<file path="config.mk">
export PLATFORM = sky130hd
export DESIGN_NAME = quadratic_probe_hash_table_top
export DESIGN_NICKNAME = d
export VERILOG_FILES = /design/src/rtl/qpht_pkg.sv /design/src/rtl/qpht_ram.sv /design/src/rtl/qpht_front.sv /design/src/rtl/qpht_queue.sv /design/src/rtl/qpht_back.sv /design/src/rtl/quadratic_probe_hash_table_top.sv
export SDC_FILE = /design/constraint.sdc
export NUM_CORES = 1
export LEC_CHECK = 0
export BUFFER_PORTS_ARGS = -buffer_cell sky130_fd_sc_hd__buf_2
export CORE_ASPECT_RATIO = 1.4
export CORE_MARGIN = 3
export CORE_UTILIZATION = 62
export DETAILED_ROUTE_END_ITERATION = 6
export GPL_TIMING_DRIVEN = 0
export MAX_ROUTING_LAYER = met4
export PLACE_DENSITY = 0.79
export SLEW_MARGIN = 20
export SYNTH_ARGS = -nofsm -noshare
export SYNTH_HDL_FRONTEND = slang
export SYNTH_SLANG_ARGS = --single-unit
</file>
<file path="constraint.sdc">
create_clock -name clk -period 5.68 [get_ports clk]
set_input_delay 1.136 -clock clk [delete_from_list [all_inputs] [get_ports clk]]
set_output_delay 1.136 -clock clk [all_outputs]
set_load 0.01 [all_outputs]
</file>
<file path="src/rtl/qpht_pkg.sv">
// shared types and constants for the quadratic probing hash table
// no dependencies; imported by every module of the block except qpht_ram
package qpht_pkg;

    localparam int SLOTS        = 16;
    localparam int SLOT_W       = (SLOTS > 1) ? $clog2(SLOTS) : 1;
    localparam int PROBE_W      = $clog2(SLOTS + 1);
    localparam int REM_W        = SLOT_W + 1;
    localparam bit SLOTS_POW2   = ((SLOTS & (SLOTS - 1)) == 0);
    localparam int KEY_W        = 31;
    localparam int SLOT_FIELD_W = 4;

    // home slot reduction for tables that are not a power of two
    localparam int DIGIT_BITS   = 4;
    localparam int RED_STEPS    = (KEY_W + DIGIT_BITS - 1) / DIGIT_BITS;
    localparam int RED_CNT_W    = $clog2(RED_STEPS + 1);
    localparam int RED_PAD_W    = RED_STEPS * DIGIT_BITS;

    localparam int QDEPTH       = 2;
    localparam int QPTR_W       = 1;
    localparam int QCNT_W       = 2;

    typedef enum logic [1:0] {
        CMD_INSERT = 2'd0,
        CMD_SEARCH = 2'd1,
        CMD_REMOVE = 2'd2
    } cmd_code_t;

    typedef enum logic [2:0] {
        ST_INSERTED  = 3'd0,
        ST_FULL      = 3'd1,
        ST_FOUND     = 3'd2,
        ST_NOT_FOUND = 3'd3,
        ST_REMOVED   = 3'd4
    } status_t;

    typedef enum logic [1:0] {
        OP_INSERT,
        OP_SEARCH,
        OP_REMOVE,
        OP_NONE
    } op_t;

    typedef enum logic [1:0] {
        BK_IDLE,
        BK_PROBE,
        BK_EMIT
    } back_state_t;

    typedef struct packed {
        logic [1:0]       command;
        logic [KEY_W-1:0] key;
    } cmd_t;

    typedef struct packed {
        status_t                 status;
        logic [SLOT_FIELD_W-1:0] slot;
    } res_t;

    typedef struct packed {
        op_t              op;
        logic [KEY_W-1:0] key;
        logic [SLOT_W-1:0] home;
    } q_entry_t;

    function automatic logic [SLOT_FIELD_W-1:0] slot_field(input logic [SLOT_W-1:0] s);
        logic [SLOT_W+SLOT_FIELD_W-1:0] wide;
        wide = {{SLOT_FIELD_W{1'b0}}, s};
        return wide[SLOT_FIELD_W-1:0];
    endfunction

endpackage

</file>
<file path="src/rtl/qpht_ram.sv">
// generic single write port, single read port ram with registered read
// standalone, no package needed
module qpht_ram #(
    parameter int WIDTH = 8,
    parameter int DEPTH = 16
) (
    input  logic                     clk,
    input  logic                     we,
    input  logic [$clog2(DEPTH)-1:0] waddr,
    input  logic [WIDTH-1:0]         wdata,
    input  logic                     re,
    input  logic [$clog2(DEPTH)-1:0] raddr,
    output logic [WIDTH-1:0]         rdata
);

    logic [WIDTH-1:0] mem [DEPTH];
    logic [WIDTH-1:0] rdata_reg;

    always_ff @(posedge clk)
    begin
        if (we)
        begin
            mem[waddr] <= wdata;
        end
        if (re)
        begin
            rdata_reg <= mem[raddr];
        end
    end

    assign rdata = rdata_reg;

endmodule

</file>
<file path="src/rtl/qpht_front.sv">
// front end: takes requests, decodes the command and works out the home slot
// depends on qpht_pkg
module qpht_front (
    input  logic             clk,
    input  logic             rst_n,
    input  logic             cmd_valid,
    output logic             cmd_stall,
    input  qpht_pkg::cmd_t   cmd_data,
    input  logic             q_full,
    output logic             q_push,
    output qpht_pkg::q_entry_t q_wdata
);

    import qpht_pkg::*;

    logic                 hold_reg,  hold_next;
    logic [1:0]           cmd_reg,   cmd_next;
    logic [KEY_W-1:0]     key_reg,   key_next;
    logic [RED_PAD_W-1:0] sh_reg,    sh_next;
    logic [REM_W-1:0]     rem_reg,   rem_next;
    logic [RED_CNT_W-1:0] cnt_reg,   cnt_next;

    logic                 done;
    logic                 accept;
    logic [REM_W-1:0]     rem_step;
    logic [RED_PAD_W-1:0] sh_step;
    op_t                  op;

    // one digit of the key per cycle, msb first, remainder kept below SLOTS
    always_comb
    begin
        logic [REM_W-1:0]     r;
        logic [RED_PAD_W-1:0] sh;
        r  = rem_reg;
        sh = sh_reg;
        for (int k = 0; k < DIGIT_BITS; k++)
        begin
            r  = {r[SLOT_W-1:0], sh[RED_PAD_W-1]};
            sh = sh << 1;
            if (r >= REM_W'(SLOTS))
            begin
                r = r - REM_W'(SLOTS);
            end
        end
        rem_step = r;
        sh_step  = sh;
    end

    assign done      = hold_reg && (SLOTS_POW2 || (cnt_reg == RED_CNT_W'(RED_STEPS)));
    assign q_push    = done && !q_full;
    assign cmd_stall = hold_reg && !q_push;
    assign accept    = cmd_valid && !cmd_stall;

    always_comb
    begin
        case (cmd_reg)
            CMD_INSERT: op = OP_INSERT;
            CMD_SEARCH: op = OP_SEARCH;
            CMD_REMOVE: op = OP_REMOVE;
            default:    op = OP_NONE;
        endcase
    end

    always_comb
    begin
        q_wdata.op  = op;
        q_wdata.key = key_reg;
        if (SLOTS_POW2)
        begin
            q_wdata.home = key_reg[SLOT_W-1:0];
        end
        else
        begin
            q_wdata.home = rem_reg[SLOT_W-1:0];
        end
    end

    always_comb
    begin
        hold_next = hold_reg;
        cmd_next  = cmd_reg;
        key_next  = key_reg;
        sh_next   = sh_reg;
        rem_next  = rem_reg;
        cnt_next  = cnt_reg;
        if (accept)
        begin
            hold_next = 1'b1;
            cmd_next  = cmd_data.command;
            key_next  = cmd_data.key;
            sh_next   = RED_PAD_W'(cmd_data.key);
            rem_next  = '0;
            cnt_next  = '0;
        end
        else if (q_push)
        begin
            hold_next = 1'b0;
        end
        else if (hold_reg && !done)
        begin
            rem_next = rem_step;
            sh_next  = sh_step;
            cnt_next = cnt_reg + RED_CNT_W'(1);
        end
    end

    always_ff @(posedge clk or negedge rst_n)
    begin
        if (!rst_n)
        begin
            hold_reg <= 1'b0;
        end
        else
        begin
            hold_reg <= hold_next;
        end
    end

    always_ff @(posedge clk)
    begin
        cmd_reg <= cmd_next;
        key_reg <= key_next;
        sh_reg  <= sh_next;
        rem_reg <= rem_next;
        cnt_reg <= cnt_next;
    end

endmodule

</file>
<file path="src/rtl/qpht_queue.sv">
// short fifo of decoded commands between front end and probe engine
// depends on qpht_pkg
module qpht_queue (
    input  logic               clk,
    input  logic               rst_n,
    input  logic               push,
    input  qpht_pkg::q_entry_t wdata,
    output logic               full,
    input  logic               pop,
    output qpht_pkg::q_entry_t rdata,
    output logic               empty
);

    import qpht_pkg::*;

    q_entry_t            mem_reg [QDEPTH];
    logic [QPTR_W-1:0]   wr_ptr_reg, wr_ptr_next;
    logic [QPTR_W-1:0]   rd_ptr_reg, rd_ptr_next;
    logic [QCNT_W-1:0]   cnt_reg,    cnt_next;

    assign full  = (cnt_reg == QCNT_W'(QDEPTH));
    assign empty = (cnt_reg == '0);
    assign rdata = mem_reg[rd_ptr_reg];

    always_comb
    begin
        wr_ptr_next = wr_ptr_reg;
        rd_ptr_next = rd_ptr_reg;
        cnt_next    = cnt_reg;
        if (push)
        begin
            wr_ptr_next = wr_ptr_reg + QPTR_W'(1);
        end
        if (pop)
        begin
            rd_ptr_next = rd_ptr_reg + QPTR_W'(1);
        end
        if (push && !pop)
        begin
            cnt_next = cnt_reg + QCNT_W'(1);
        end
        else if (pop && !push)
        begin
            cnt_next = cnt_reg - QCNT_W'(1);
        end
    end

    always_ff @(posedge clk or negedge rst_n)
    begin
        if (!rst_n)
        begin
            wr_ptr_reg <= '0;
            rd_ptr_reg <= '0;
            cnt_reg    <= '0;
        end
        else
        begin
            wr_ptr_reg <= wr_ptr_next;
            rd_ptr_reg <= rd_ptr_next;
            cnt_reg    <= cnt_next;
        end
    end

    always_ff @(posedge clk)
    begin
        if (push)
        begin
            mem_reg[wr_ptr_reg] <= wdata;
        end
    end

endmodule

</file>
<file path="src/rtl/qpht_back.sv">
// probe engine: walks the quadratic probe sequence and updates the table
// depends on qpht_pkg and qpht_ram
module qpht_back (
    input  logic               clk,
    input  logic               rst_n,
    input  logic               q_empty,
    input  qpht_pkg::q_entry_t q_rdata,
    output logic               q_pop,
    output logic               res_valid,
    input  logic               res_stall,
    output qpht_pkg::res_t     res_data
);

    import qpht_pkg::*;

    back_state_t         state_reg,      state_next;
    op_t                 op_reg,         op_next;
    logic [KEY_W-1:0]    key_reg,        key_next;
    logic [SLOT_W-1:0]   s_reg,          s_next;
    logic [SLOT_W-1:0]   delta_reg,      delta_next;
    logic [PROBE_W-1:0]  cnt_reg,        cnt_next;
    logic                pend_valid_reg, pend_valid_next;
    logic [SLOT_W-1:0]   pend_slot_reg,  pend_slot_next;
    logic [SLOTS-1:0]    used_reg,       used_next;
    status_t             st_reg,         st_next;
    logic [SLOT_W-1:0]   rslot_reg,      rslot_next;
    logic                out_valid_reg,  out_valid_next;
    res_t                out_data_reg,   out_data_next;

    logic                ram_we;
    logic                ram_re;
    logic [KEY_W-1:0]    ram_rdata;
    logic [REM_W-1:0]    s_sum;
    logic [REM_W-1:0]    d_sum;
    logic [SLOT_W-1:0]   s_adv;
    logic [SLOT_W-1:0]   delta_adv;
    logic                out_free;
    logic                match;

    qpht_ram #(
        .WIDTH (KEY_W),
        .DEPTH (SLOTS)
    ) u_key_store (
        .clk   (clk),
        .we    (ram_we),
        .waddr (s_reg),
        .wdata (key_reg),
        .re    (ram_re),
        .raddr (s_reg),
        .rdata (ram_rdata)
    );

    // next probe: offset grows by 2i+1, both kept below SLOTS
    always_comb
    begin
        s_sum = {1'b0, s_reg} + {1'b0, delta_reg};
        if (s_sum >= REM_W'(SLOTS))
        begin
            s_sum = s_sum - REM_W'(SLOTS);
        end
        d_sum = {1'b0, delta_reg} + REM_W'(2);
        if (d_sum >= REM_W'(SLOTS))
        begin
            d_sum = d_sum - REM_W'(SLOTS);
        end
        s_adv     = s_sum[SLOT_W-1:0];
        delta_adv = d_sum[SLOT_W-1:0];
    end

    assign out_free  = !out_valid_reg || !res_stall;
    assign match     = pend_valid_reg && (ram_rdata == key_reg);
    assign res_valid = out_valid_reg;
    assign res_data  = out_data_reg;

    always_comb
    begin
        state_next      = state_reg;
        op_next         = op_reg;
        key_next        = key_reg;
        s_next          = s_reg;
        delta_next      = delta_reg;
        cnt_next        = cnt_reg;
        pend_valid_next = pend_valid_reg;
        pend_slot_next  = pend_slot_reg;
        used_next       = used_reg;
        st_next         = st_reg;
        rslot_next      = rslot_reg;
        out_valid_next  = out_valid_reg;
        out_data_next   = out_data_reg;
        q_pop           = 1'b0;
        ram_we          = 1'b0;
        ram_re          = 1'b0;

        if (out_valid_reg && !res_stall)
        begin
            out_valid_next = 1'b0;
        end

        case (state_reg)
            BK_IDLE:
            begin
                if (!q_empty)
                begin
                    q_pop           = 1'b1;
                    op_next         = q_rdata.op;
                    key_next        = q_rdata.key;
                    s_next          = q_rdata.home;
                    delta_next      = SLOT_W'(1);
                    cnt_next        = '0;
                    pend_valid_next = 1'b0;
                    state_next      = BK_PROBE;
                end
            end
            BK_PROBE:
            begin
                case (op_reg)
                    OP_INSERT:
                    begin
                        if (cnt_reg == PROBE_W'(SLOTS))
                        begin
                            st_next    = ST_FULL;
                            rslot_next = '0;
                            state_next = BK_EMIT;
                        end
                        else if (!used_reg[s_reg])
                        begin
                            ram_we           = 1'b1;
                            used_next[s_reg] = 1'b1;
                            st_next          = ST_INSERTED;
                            rslot_next       = s_reg;
                            state_next       = BK_EMIT;
                        end
                        else
                        begin
                            s_next     = s_adv;
                            delta_next = delta_adv;
                            cnt_next   = cnt_reg + PROBE_W'(1);
                        end
                    end
                    OP_SEARCH, OP_REMOVE:
                    begin
                        // compare of the previous probe resolves before the current one
                        if (match)
                        begin
                            if (op_reg == OP_REMOVE)
                            begin
                                used_next[pend_slot_reg] = 1'b0;
                                st_next = ST_REMOVED;
                            end
                            else
                            begin
                                st_next = ST_FOUND;
                            end
                            rslot_next = pend_slot_reg;
                            state_next = BK_EMIT;
                        end
                        else if (cnt_reg == PROBE_W'(SLOTS) || !used_reg[s_reg])
                        begin
                            st_next    = ST_NOT_FOUND;
                            rslot_next = '0;
                            state_next = BK_EMIT;
                        end
                        else
                        begin
                            ram_re          = 1'b1;
                            pend_valid_next = 1'b1;
                            pend_slot_next  = s_reg;
                            s_next          = s_adv;
                            delta_next      = delta_adv;
                            cnt_next        = cnt_reg + PROBE_W'(1);
                        end
                    end
                    default:
                    begin
                        st_next    = ST_NOT_FOUND;
                        rslot_next = '0;
                        state_next = BK_EMIT;
                    end
                endcase
            end
            BK_EMIT:
            begin
                if (out_free)
                begin
                    out_valid_next       = 1'b1;
                    out_data_next.status = st_reg;
                    out_data_next.slot   = slot_field(rslot_reg);
                    state_next           = BK_IDLE;
                end
            end
            default:
            begin
                state_next = BK_IDLE;
            end
        endcase
    end

    always_ff @(posedge clk or negedge rst_n)
    begin
        if (!rst_n)
        begin
            state_reg      <= BK_IDLE;
            used_reg       <= '0;
            pend_valid_reg <= 1'b0;
            out_valid_reg  <= 1'b0;
        end
        else
        begin
            state_reg      <= state_next;
            used_reg       <= used_next;
            pend_valid_reg <= pend_valid_next;
            out_valid_reg  <= out_valid_next;
        end
    end

    always_ff @(posedge clk)
    begin
        op_reg        <= op_next;
        key_reg       <= key_next;
        s_reg         <= s_next;
        delta_reg     <= delta_next;
        cnt_reg       <= cnt_next;
        pend_slot_reg <= pend_slot_next;
        st_reg        <= st_next;
        rslot_reg     <= rslot_next;
        out_data_reg  <= out_data_next;
    end

endmodule

</file>
<file path="src/rtl/quadratic_probe_hash_table_top.sv">
// Open-addressing key set with quadratic probing over SLOTS entries (16 here).
// A request carries insert, search or remove and a 31-bit key; each request
// returns one result with a status and the slot acted upon. The front end
// decodes the request and reduces the key to its home slot (directly from the low
// key bits when SLOTS is a power of two, otherwise by a digit-serial remainder);
// it hands the work to the probe engine through a two-entry queue, so it can
// take the next request while the engine is busy. The engine visits one probe
// slot per cycle, reading keys from a key ram with one write port, one read
// port and a registered read; it works on one item at a time and pops the
// next one only after handing the last result to the output register.
// Occupancy bits are cleared at reset; no clearing pass is needed.
// depends on qpht_pkg, qpht_front, qpht_queue, qpht_back
module quadratic_probe_hash_table_top (
    input  logic             clk,
    input  logic             rst_n,
    input  logic             cmd_valid,
    output logic             cmd_stall,
    input  qpht_pkg::cmd_t   cmd_data,
    output logic             res_valid,
    input  logic             res_stall,
    output qpht_pkg::res_t   res_data
);

    import qpht_pkg::*;

    logic     q_push;
    logic     q_pop;
    logic     q_full;
    logic     q_empty;
    q_entry_t q_wdata;
    q_entry_t q_rdata;

    qpht_front u_front (
        .clk       (clk),
        .rst_n     (rst_n),
        .cmd_valid (cmd_valid),
        .cmd_stall (cmd_stall),
        .cmd_data  (cmd_data),
        .q_full    (q_full),
        .q_push    (q_push),
        .q_wdata   (q_wdata)
    );

    qpht_queue u_queue (
        .clk   (clk),
        .rst_n (rst_n),
        .push  (q_push),
        .wdata (q_wdata),
        .full  (q_full),
        .pop   (q_pop),
        .rdata (q_rdata),
        .empty (q_empty)
    );

    qpht_back u_back (
        .clk       (clk),
        .rst_n     (rst_n),
        .q_empty   (q_empty),
        .q_rdata   (q_rdata),
        .q_pop     (q_pop),
        .res_valid (res_valid),
        .res_stall (res_stall),
        .res_data  (res_data)
    );

endmodule

</file>
==> results of run 1 <==
## per-stage QoR
step                setup TNS (ps)  setup WS [ps]  power, W  cells
floorplan                        0            815    0.0106   1214
global placement           -383450          -2060    0.0119   1811
detailed placement               0           1360    0.0122   1850
CTS                              0           1270    0.0164   1959
global route                     0            996    0.0169   1960
finish                           0           1190    0.0164   1960
## cell type report
type / count / share of cell area
clock buffers: 64 / 0.0499
multi-input cells: 434 / 0.185
clock inverters: 45 / 0.0130
well taps: 552 / 0.0224
inverters: 15 / 0.00183
flip-flops and latches: 714 / 0.692
plain buffers: 51 / 0.00686
repair buffers: 85 / 0.0298
## metal layers
layer,vias up,GRT usage
met4,0,0.142
met2,986,0.468
met5,-,-
li1,5349,-
met3,228,0.0536
met1,6902,0.356
## synth_stat cells, types with 4 or more instances
master and count:
mux4_2 159, clkbuf_1 29, o41ai_1 6, inv_1 15, nor2_1 42, mux2_2 33, nand2b_1 6, and2_1 6
xnor2_1 38, nand2_1 12, dfrtp_1 25, o21ai_0 19, ha_1 10, a21oi_1 9, or4_1 5, nand3_1 9
nor2b_1 5, nand4_1 26, a22oi_1 4, xor2_1 5, buf_1 18, edfxtp_1 689, nor3_1 9
## kinds of logic after synthesis
kind of cell    after synthesis  synth area share
compound gates               53            0.0129
mux                         193             0.147
buf+inv                      66           0.00955
flops                       714             0.786
fa+ha+maj                    11           0.00535
xor+xnor                     43            0.0139
simple gates                134            0.0258
## power by group through the flow
stage	clock network, W	registers (W)	logic, W
floorplan	0	0.00776	0.00281
global placement	0	0.00798	0.00393
detailed placement	0	0.00803	0.00422
CTS	0.00413	0.00794	0.00430
global route	0.00432	0.00806	0.00455
finish	0.00409	0.00796	0.00432
## worst paths after layout
path / from / to / slack, ps / depth (start not counted)
max in group asynchronous: rst_n / u_queue.wr_ptr_reg$_DFFE_PN0P_ / 4760 / 1
worst min-delay path: u_back.rslot_reg[2]$_SDFFCE_PP0P_ / u_back.res_data[2]$_DFFE_PP_ / 420 / 0
worst max register to register: u_back.s_reg[3]$_DFFE_PP_ / u_back.u_key_store.mem[1][16]$_DFFE_PP_ / 1190 / 8
worst max-delay path: u_back.s_reg[3]$_DFFE_PP_ / u_back.u_key_store.mem[1][16]$_DFFE_PP_ / 1190 / 8
min in group asynchronous: rst_n / u_back.used_reg[15]$_DFFE_PN0P_ / 520 / 1
worst min register to register: u_back.rslot_reg[2]$_SDFFCE_PP0P_ / u_back.res_data[2]$_DFFE_PP_ / 420 / 0
==> results.json, run 1 <==
{
  "status": "completed",
  "avgSynthCellArea_um2": 22.3,
  "placed_cell_area_um2": 28900,
  "dr.pass1.iters": 5,
  "final_core_util": 0.715,
  "area_growth_syn_to_layout_pct": 13.6,
  "wl_met1_mm": 21.1,
  "cp_max_fo": 10,
  "synth_top_area_frac": 0.763,
  "antenna_cells": 0,
  "row_count": 90,
  "ys_warn_count": 0,
  "gp_congestion": 0.907,
  "via_per_inst": 6.87,
  "switchingPower_w": 0.00509,
  "final_layout_size_suffix_gt1_frac": 0.290,
  "hold_path_class": "reg2reg",
  "final_area_um2": 30800,
  "crit_path_end_kind": "register",
  "worstSetupPathType": "reg2reg",
  "slowest_delay_ps": 820,
  "clockPowerShare": 0.250,
  "skew_ps": 16.2,
  "min_period_ps": 4490,
  "yosysTopAreaCell": "edfxtp_1",
  "cts_setup_buffers": 0,
  "ir_worst_vdd_mv": 0.351,
  "crit_required_ps": 6000,
  "cts_tree": "yes",
  "swShare": 0.311,
  "synth_edf_count": 689,
  "n_fill_cell": 2340,
  "wl_per_cell_um": 32.3,
  "routed-wl-met2_mm": 32.4,
  "cts-resized-gates": 0,
  "ys_ff_latch": 714,
  "fp.dieW_um": 183,
  "core-area_um2": 43100,
  "synth_area_um2": 27100,
  "clkLatencyLatePin_ps": 610,
  "drtIter0Drc": 1437,
  "yosys-top-cells-area": "edfxtp_1, mux4_2, dfrtp_1",
  "die-area_um2": 46300,
  "critPathBufInv": 3,
  "dp_hpwl_mm": 39.0,
  "htreeDepth": 2,
  "clock.fmax_ghz": 0.223,
  "maxCapViolations": 0,
  "antenna_found_initial": 0,
  "arrival_ps": 4800,
  "grt_pass1_vias": 13800,
  "numCtsBuffers": 61,
  "multiInputGateArea_um2": 5690,
  "power_per_cell_area_nw_per_um2": 531,
  "pwr-share-comb": 0.264,
  "final_cell_mix": "edfxtp_1, mux4_2, clkbuf_16",
  "io_buffers": 45,
  "hold_violations": 0,
  "period_share": 0.790,
  "io_pins": 46,
  "cp_slowest_cell": "nor3_2",
  "dr_wl_met3_mm": 6.08,
  "clk_path_buf_depth": 3,
  "grt_overflow": 0,
  "start_util": 0.629,
  "rsz0062_at_grt": "false",
  "groute.usage.overall": 0.288,
  "path_delay_family": "simple AND/OR/NAND/NOR gates",
  "synth_flop_cell": "edfxtp_1",
  "setup_violations": 0,
  "whs_ps": 420,
  "ys_types": 45,
  "cellLeakagePower_nw": 9.85,
  "layout_commonest_cell": "edfxtp_1",
  "yosysSeqAreaShare": 0.786,
  "crit_chain": "clkbuf_1 > mux4_1 > mux4_2 > nor4_1 > nand3_1 > nor3_2 > buf_6 > buf_4",
  "routed_wl_mm": 63.4,
  "postCtsHoldBufs": 0,
  "syn_nets": 1262,
  "critPathLaunchType": "register",
  "seqCellArea_um2": 21300,
  "grt_pass1_wl_mm": 92.9,
  "slew_headroom": 0.274,
  "tightestPinTransition_ps": 1090,
  "drcViolationCount": 0,
  "cts.clk_slew.worst_paths_ps": 60,
  "async_reset_ff_frac": 0.0350,
  "final_nets": 1410,
  "grt_max_degree": 28,
  "p_int_w": 0.0113,
  "synthCells": 1214,
  "vias": 13500,
  "top_layer": "met4",
  "cts.sinks": 714,
  "power_frac_seq": 0.486,
  "fp.dieH_um": 253,
  "slew_violations": 0,
  "final_antenna_net_count": 0,
  "clock-root-buffer": "clkbuf_16",
  "largest_reg_flops": 496
}
No activity file was read; power rests on OpenSTA's default activity.
==> inputs of run 2 (changes only) <==
--- a/config.mk
+++ b/config.mk
@@ -8,11 +8,11 @@
 export BUFFER_PORTS_ARGS = -buffer_cell sky130_fd_sc_hd__buf_2
 export CORE_ASPECT_RATIO = 1.4
 export CORE_MARGIN = 3
-export CORE_UTILIZATION = 62
+export CORE_UTILIZATION = 56
 export DETAILED_ROUTE_END_ITERATION = 6
 export GPL_TIMING_DRIVEN = 0
 export MAX_ROUTING_LAYER = met4
-export PLACE_DENSITY = 0.79
+export PLACE_DENSITY = 0.75
 export SLEW_MARGIN = 20
 export SYNTH_ARGS = -nofsm -noshare
 export SYNTH_HDL_FRONTEND = slang
==> constraint.sdc (replaced) <==
create_clock -name clk -period 4 [get_ports clk]
set_input_delay 0.8 -clock clk [delete_from_list [all_inputs] [get_ports clk]]
set_output_delay 0.8 -clock clk [all_outputs]
set_load 0.01 [all_outputs]
==> run 2 against run 1 <==
  * Critical path depth unchanged
  * Sequential share of layout area decreased by 1.6 points
  * Sequential cell count unchanged
  * First-iteration DRC count decreased by 3.5%
  * Core utilization decreased by 4.9 points
  * Fmax increased by 12%
  * Count of clock-buffer cells in the layout increased by 19
  * Total power increased by 44%
  * Cell area increased by 2.4%
  * Critical path type unchanged
  * Largest power group unchanged
==> results.json, run 2 (same netlist as run 1, synthesis figures left out) <==
{
  "start_util": 0.572,
  "grt_pass1_wl_mm": 90.4,
  "via_per_inst": 6.40,
  "p_int_w": 0.0164,
  "ff2ff_setup_slack_ps": 8,
  "numCtsBuffers": 68,
  "ir_worst_vdd_mv": 0.491,
  "dr.pass1.iters": 5,
  "slew_headroom": 0.0933,
  "row_count": 94,
  "drcViolationCount": 0,
  "skew_ps": 15.9,
  "dp_hpwl_mm": 38.4,
  "final_area_um2": 31600,
  "io_buffers": 45,
  "tightestPinTransition_ps": 1340,
  "postCtsHoldBufs": 0,
  "min_period_ps": 3990,
  "arrival_ps": 4270,
  "largest_reg_flops": 496,
  "clockPowerShare": 0.266,
  "vias": 13200,
  "final_nets": 1433,
  "clock-root-buffer": "clkbuf_16",
  "wl_per_cell_um": 29.5,
  "cp_max_fo": 11,
  "hold_violations": 0,
  "antenna_cells": 0,
  "routed_wl_mm": 60.9,
  "fp.dieW_um": 192,
  "pwr-share-comb": 0.254,
  "grt_pass1_vias": 13800,
  "grt_max_degree": 26,
  "clk_path_buf_depth": 3,
  "r2r_end": "u_back.u_key_store.mem[0][27]$_DFFE_PP_",
  "r2r_start": "u_back.s_reg[1]$_DFFE_PP_",
  "crit_start": "u_back.s_reg[1]$_DFFE_PP_",
  "io_pins": 46,
  "area_growth_syn_to_layout_pct": 16.3,
  "grt_overflow": 0,
  "final_antenna_net_count": 0,
  "switchingPower_w": 0.00715,
  "n_fill_cell": 2852,
  "groute.usage.overall": 0.254,
  "clkLatencyLatePin_ps": 590,
  "maxCapViolations": 0,
  "period_share": 0.998,
  "htreeDepth": 3,
  "final_cell_mix": "edfxtp_1, mux4_2, clkbuf_16",
  "use_met1": 0.328,
  "drtIter0Drc": 1386,
  "critPathLaunchType": "register",
  "endpoint": "u_back.u_key_store.mem[0][27]$_DFFE_PP_",
  "power_per_cell_area_nw_per_um2": 747,
  "cts.clk_slew.worst_paths_ps": 60,
  "worstSetupPathType": "reg2reg",
  "clock.fmax_ghz": 0.251,
  "cellLeakagePower_nw": 10.1,
  "status": "completed",
  "slew_violations": 0,
  "final_layout_size_suffix_gt1_frac": 0.304,
  "cts.sinks": 714,
  "whs_ps": 242,
  "placed_cell_area_um2": 29100,
  "crit_required_ps": 4280,
  "die-area_um2": 51200,
  "setup_violations": 0,
  "swShare": 0.303,
  "cts_tree": "yes",
  "antenna_found_initial": 0,
  "hold_path_class": "in2async",
  "use_met2": 0.420,
  "r2r_cells": 8,
  "layout_commonest_cell": "edfxtp_1",
  "gp_congestion": 0.840,
  "crit_path_end_kind": "register",
  "fp.dieH_um": 266,
  "grt-busiest-layer": "met2",
  "power_frac_seq": 0.480,
  "grt_use_met3": 0.0394,
  "core-area_um2": 47400
}
## run 2: timing repair
action,in CTS,in global routing
resized for setup,3,4
setup buffers,18,2
pin swaps,13,1
setup endpoints to repair,496,154
## run 2: worst max-delay path, stage by stage, from the launching register on
cell	delay, ps
edfxtp_1	570
buf_6	240
mux4_2	540
mux4_2	590
nor4_4	500
nand3_1	470
nor3_4	360
buf_8	230
buf_8	180
## run 2: per-layer routing
| metal | vias up | share of wire | wire [µm] |
|---|---|---|---|
| li1 | 5405 | - | - |
| met1 | 6978 | 0.36 | 22000 |
| met2 | 685 | 0.53 | 32200 |
| met3 | 139 | 0.076 | 4650 |
| met4 | 0 | 0.033 | 2030 |
| met5 | - | 0 | 0 |
## run 2: power by group through the flow
stage / logic, W / clock network (W) / registers (W)
6_report: 0.00598 / 0.00627 / 0.0113
5_1_grt: 0.00636 / 0.00666 / 0.0114
4_1_cts: 0.00600 / 0.00636 / 0.0113
3_5_place_dp: 0.00594 / 0 / 0.0114
3_3_place_gp: 0.00557 / 0 / 0.0113
2_1_floorplan: 0.00399 / 0 / 0.0110
## run 2: metrics by stage
step                      utilization  setup TNS, ps  power, W  cells  setup WS (ps)
after floorplan                     -         -11500    0.0150   1214          -30.9
after global placement          0.594       -1162220    0.0169   1883          -2450
after detailed placement        0.614        -156240    0.0173   1921           -730
after CTS                       0.664           -458    0.0236   2061          -42.9
after global routing            0.666          -28.7    0.0245   2063          -27.9
final                           0.666              0    0.0236   2063           8.24
## run 2: cell type report
type                            instances  area, µm²  area share
Tap cell                              624        781      0.0247
Buffer                                 49        206     0.00654
Multi-Input combinational cell        434       5740       0.182
Timing Repair Buffer                  103       1290      0.0408
Inverter                               15       56.3     0.00178
Sequential cell                       714      21300       0.676
Clock inverter                         41        363      0.0115
Clock buffer                           83       1800      0.0571
## run 2: how the worst min path moves through the flow
stage                                 endpoint                               from  slack, ps  cells past startpoint
5_1_grt        u_back.state_reg[0]$_DFFE_PN0P_                              rst_n        280                      1
4_1_cts         u_back.used_reg[4]$_DFFE_PN0P_                              rst_n        250                      1
3_3_place_gp      u_back.res_data[6]$_DFFE_PP_     u_back.st_reg[2]$_SDFFCE_PP0P_        400                      0
2_1_floorplan     u_back.res_data[0]$_DFFE_PP_  u_back.rslot_reg[0]$_SDFFCE_PP0P_        400                      0
6_report       u_back.state_reg[0]$_DFFE_PN0P_                              rst_n        240                      1
3_5_place_dp      u_back.res_data[0]$_DFFE_PP_  u_back.rslot_reg[0]$_SDFFCE_PP0P_        420                      0
==> inputs of run 3 (changes only) <==
--- a/config.mk
+++ b/config.mk
@@ -10,7 +10,6 @@
 export CORE_MARGIN = 3
 export CORE_UTILIZATION = 56
 export DETAILED_ROUTE_END_ITERATION = 6
-export GPL_TIMING_DRIVEN = 0
 export MAX_ROUTING_LAYER = met4
 export PLACE_DENSITY = 0.75
 export SLEW_MARGIN = 20
==> run 3 against run 2 <==
  * Register-to-register slack gained 330 ps
  * Highest routed layer unchanged
  * Sequential share of layout area grew 1.9 points
  * Count of clock-buffer cells in the layout fell by 12
  * Critical path depth shrank 1
  * Clock skew increased by 2.8 ps
  * Sequential cell count stayed put
  * Wire length fell by 9.7%
  * Fmax grew 9.1%
  * Via count decreased by 5.3%
  * Worst hold slack worse by 36 ps
  * Combinational power about the same
==> results.json, run 3 (same netlist as run 1, synthesis figures left out) <==
{
  "postCtsHoldBufs": 0,
  "via_per_inst": 6.22,
  "crit_required_ps": 4250,
  "core-area_um2": 47400,
  "fp.dieW_um": 192,
  "cts.clk_slew.worst_paths_ps": 70,
  "largest_reg_flops": 496,
  "skew_ps": 18.7,
  "crit_path_end_kind": "register",
  "groute.usage.overall": 0.231,
  "placedCellCount": 1896,
  "n_fill_cell": 2942,
  "io_buffers": 45,
  "final_antenna_net_count": 0,
  "tightestPinTransition_ps": 1010,
  "drtIter0Drc": 1168,
  "grt_pass1_vias": 13300,
  "area_growth_syn_to_layout_pct": 13.1,
  "antenna_cells": 0,
  "min_period_ps": 3660,
  "hold_violations": 0,
  "routed_wl_mm": 55.0,
  "cts.sinks": 714,
  "start_util": 0.572,
  "htreeDepth": 2,
  "seqCellArea_um2": 21300,
  "slew_violations": 0,
  "final_cell_mix": "edfxtp_1, mux4_2, clkbuf_16",
  "setup_violations": 0,
  "grt_max_degree": 117,
  "antenna_found_initial": 0,
  "cellLeakagePower_nw": 9.81,
  "final_nets": 1383,
  "placed_cell_area_um2": 28700,
  "vias": 12500,
  "maxCapViolations": 0,
  "dp_hpwl_mm": 32.2,
  "wl_per_cell_um": 27.3,
  "fp.dieH_um": 266,
  "tns_ps": 0,
  "clock-root-buffer": "clkbuf_16",
  "hold_path_class": "in2async",
  "power_w": 0.0229,
  "cts_tree": "yes",
  "layout_commonest_cell": "edfxtp_1",
  "clk_path_buf_depth": 3,
  "drcViolationCount": 0,
  "arrival_ps": 3910,
  "die-area_um2": 51200,
  "power_per_cell_area_nw_per_um2": 745,
  "clock.fmax_ghz": 0.273,
  "cts-resized-gates": 0,
  "clkLatencyLatePin_ps": 610,
  "gp_congestion": 0.832,
  "critPathLaunchType": "register",
  "rsz0062_at_grt": "false",
  "cp_max_fo": 22,
  "cts_setup_buffers": 0,
  "grt_overflow": 0,
  "multiInputGateArea_um2": 5700,
  "period_share": 0.915,
  "status": "completed",
  "final_area_um2": 30700,
  "worstSetupPathType": "reg2reg",
  "dr.pass1.iters": 5,
  "row_count": 94,
  "final_cells": 2011,
  "io_pins": 46,
  "slew_headroom": 0.329,
  "ir_worst_vdd_mv": 0.647,
  "numCtsBuffers": 61,
  "final_core_util": 0.647,
  "final_layout_size_suffix_gt1_frac": 0.302,
  "grt_pass1_wl_mm": 83.8
}
run 3: power breakdown:
group          switching (W)  total, W  leakage [nW]  internal (W)
Clock                0.00258   0.00582         0.951       0.00324
Combinational        0.00334   0.00597          2.26       0.00262
Sequential          0.000855    0.0111          6.60        0.0102
run 3: critical path, stage by stage (launching register included):
cell      delay, ps
edfxtp_1        610
mux4_1          590
mux4_2          560
nor4_1          260
buf_4           190
nand3_1         350
nor3_4          300
buf_4           430
run 3: metal layers:
| layer | share of wire | vias to the layer above | track usage |
|---|---|---|---|
| met2 | 0.52 | 494 | 0.380 |
| met1 | 0.37 | 6561 | 0.295 |
| met4 | 0.045 | 0 | 0.0977 |
| met3 | 0.058 | 143 | 0.0305 |
| li1 | - | 5304 | - |
| met5 | 0 | - | - |
run 3: final cells by class:
cell class / count / area share
sequential: 714 / 0.695
timing repair buffer: 109 / 0.0267
clock inverter: 44 / 0.0135
clock buffer: 71 / 0.0517
multi-input combinational: 434 / 0.186
inverter: 15 / 0.00184
tap: 624 / 0.0255
run 3: worst paths after layout:
check	startpoint	end	slack, ps	depth (start not counted)
max in group asynchronous	rst_n	u_back.used_reg[13]$_DFFE_PN0P_	3400	1
max reg2reg	u_back.s_reg[1]$_DFFE_PP_	u_back.u_key_store.mem[3][11]$_DFFE_PP_	340	7
min reg2reg	u_back.st_reg[1]$_SDFFCE_PP1P_	u_back.res_data[5]$_DFFE_PP_	420	0
min in group clk	cmd_data[5]	u_front.key_reg[5]$_DFFE_PP_	360	1
max	u_back.s_reg[1]$_DFFE_PP_	u_back.u_key_store.mem[3][11]$_DFFE_PP_	340	7
min	rst_n	u_back.res_valid$_DFF_PN0_	210	1
run 3: stage by stage:
stage | worst slack, ps | hold WS (ps)
after floorplan | -30.9 | 400
after global placement | 366 | 415
after detailed placement | 348 | 409
after CTS | 328 | 201
after global routing | 73.5 | 234
final | 340 | 206
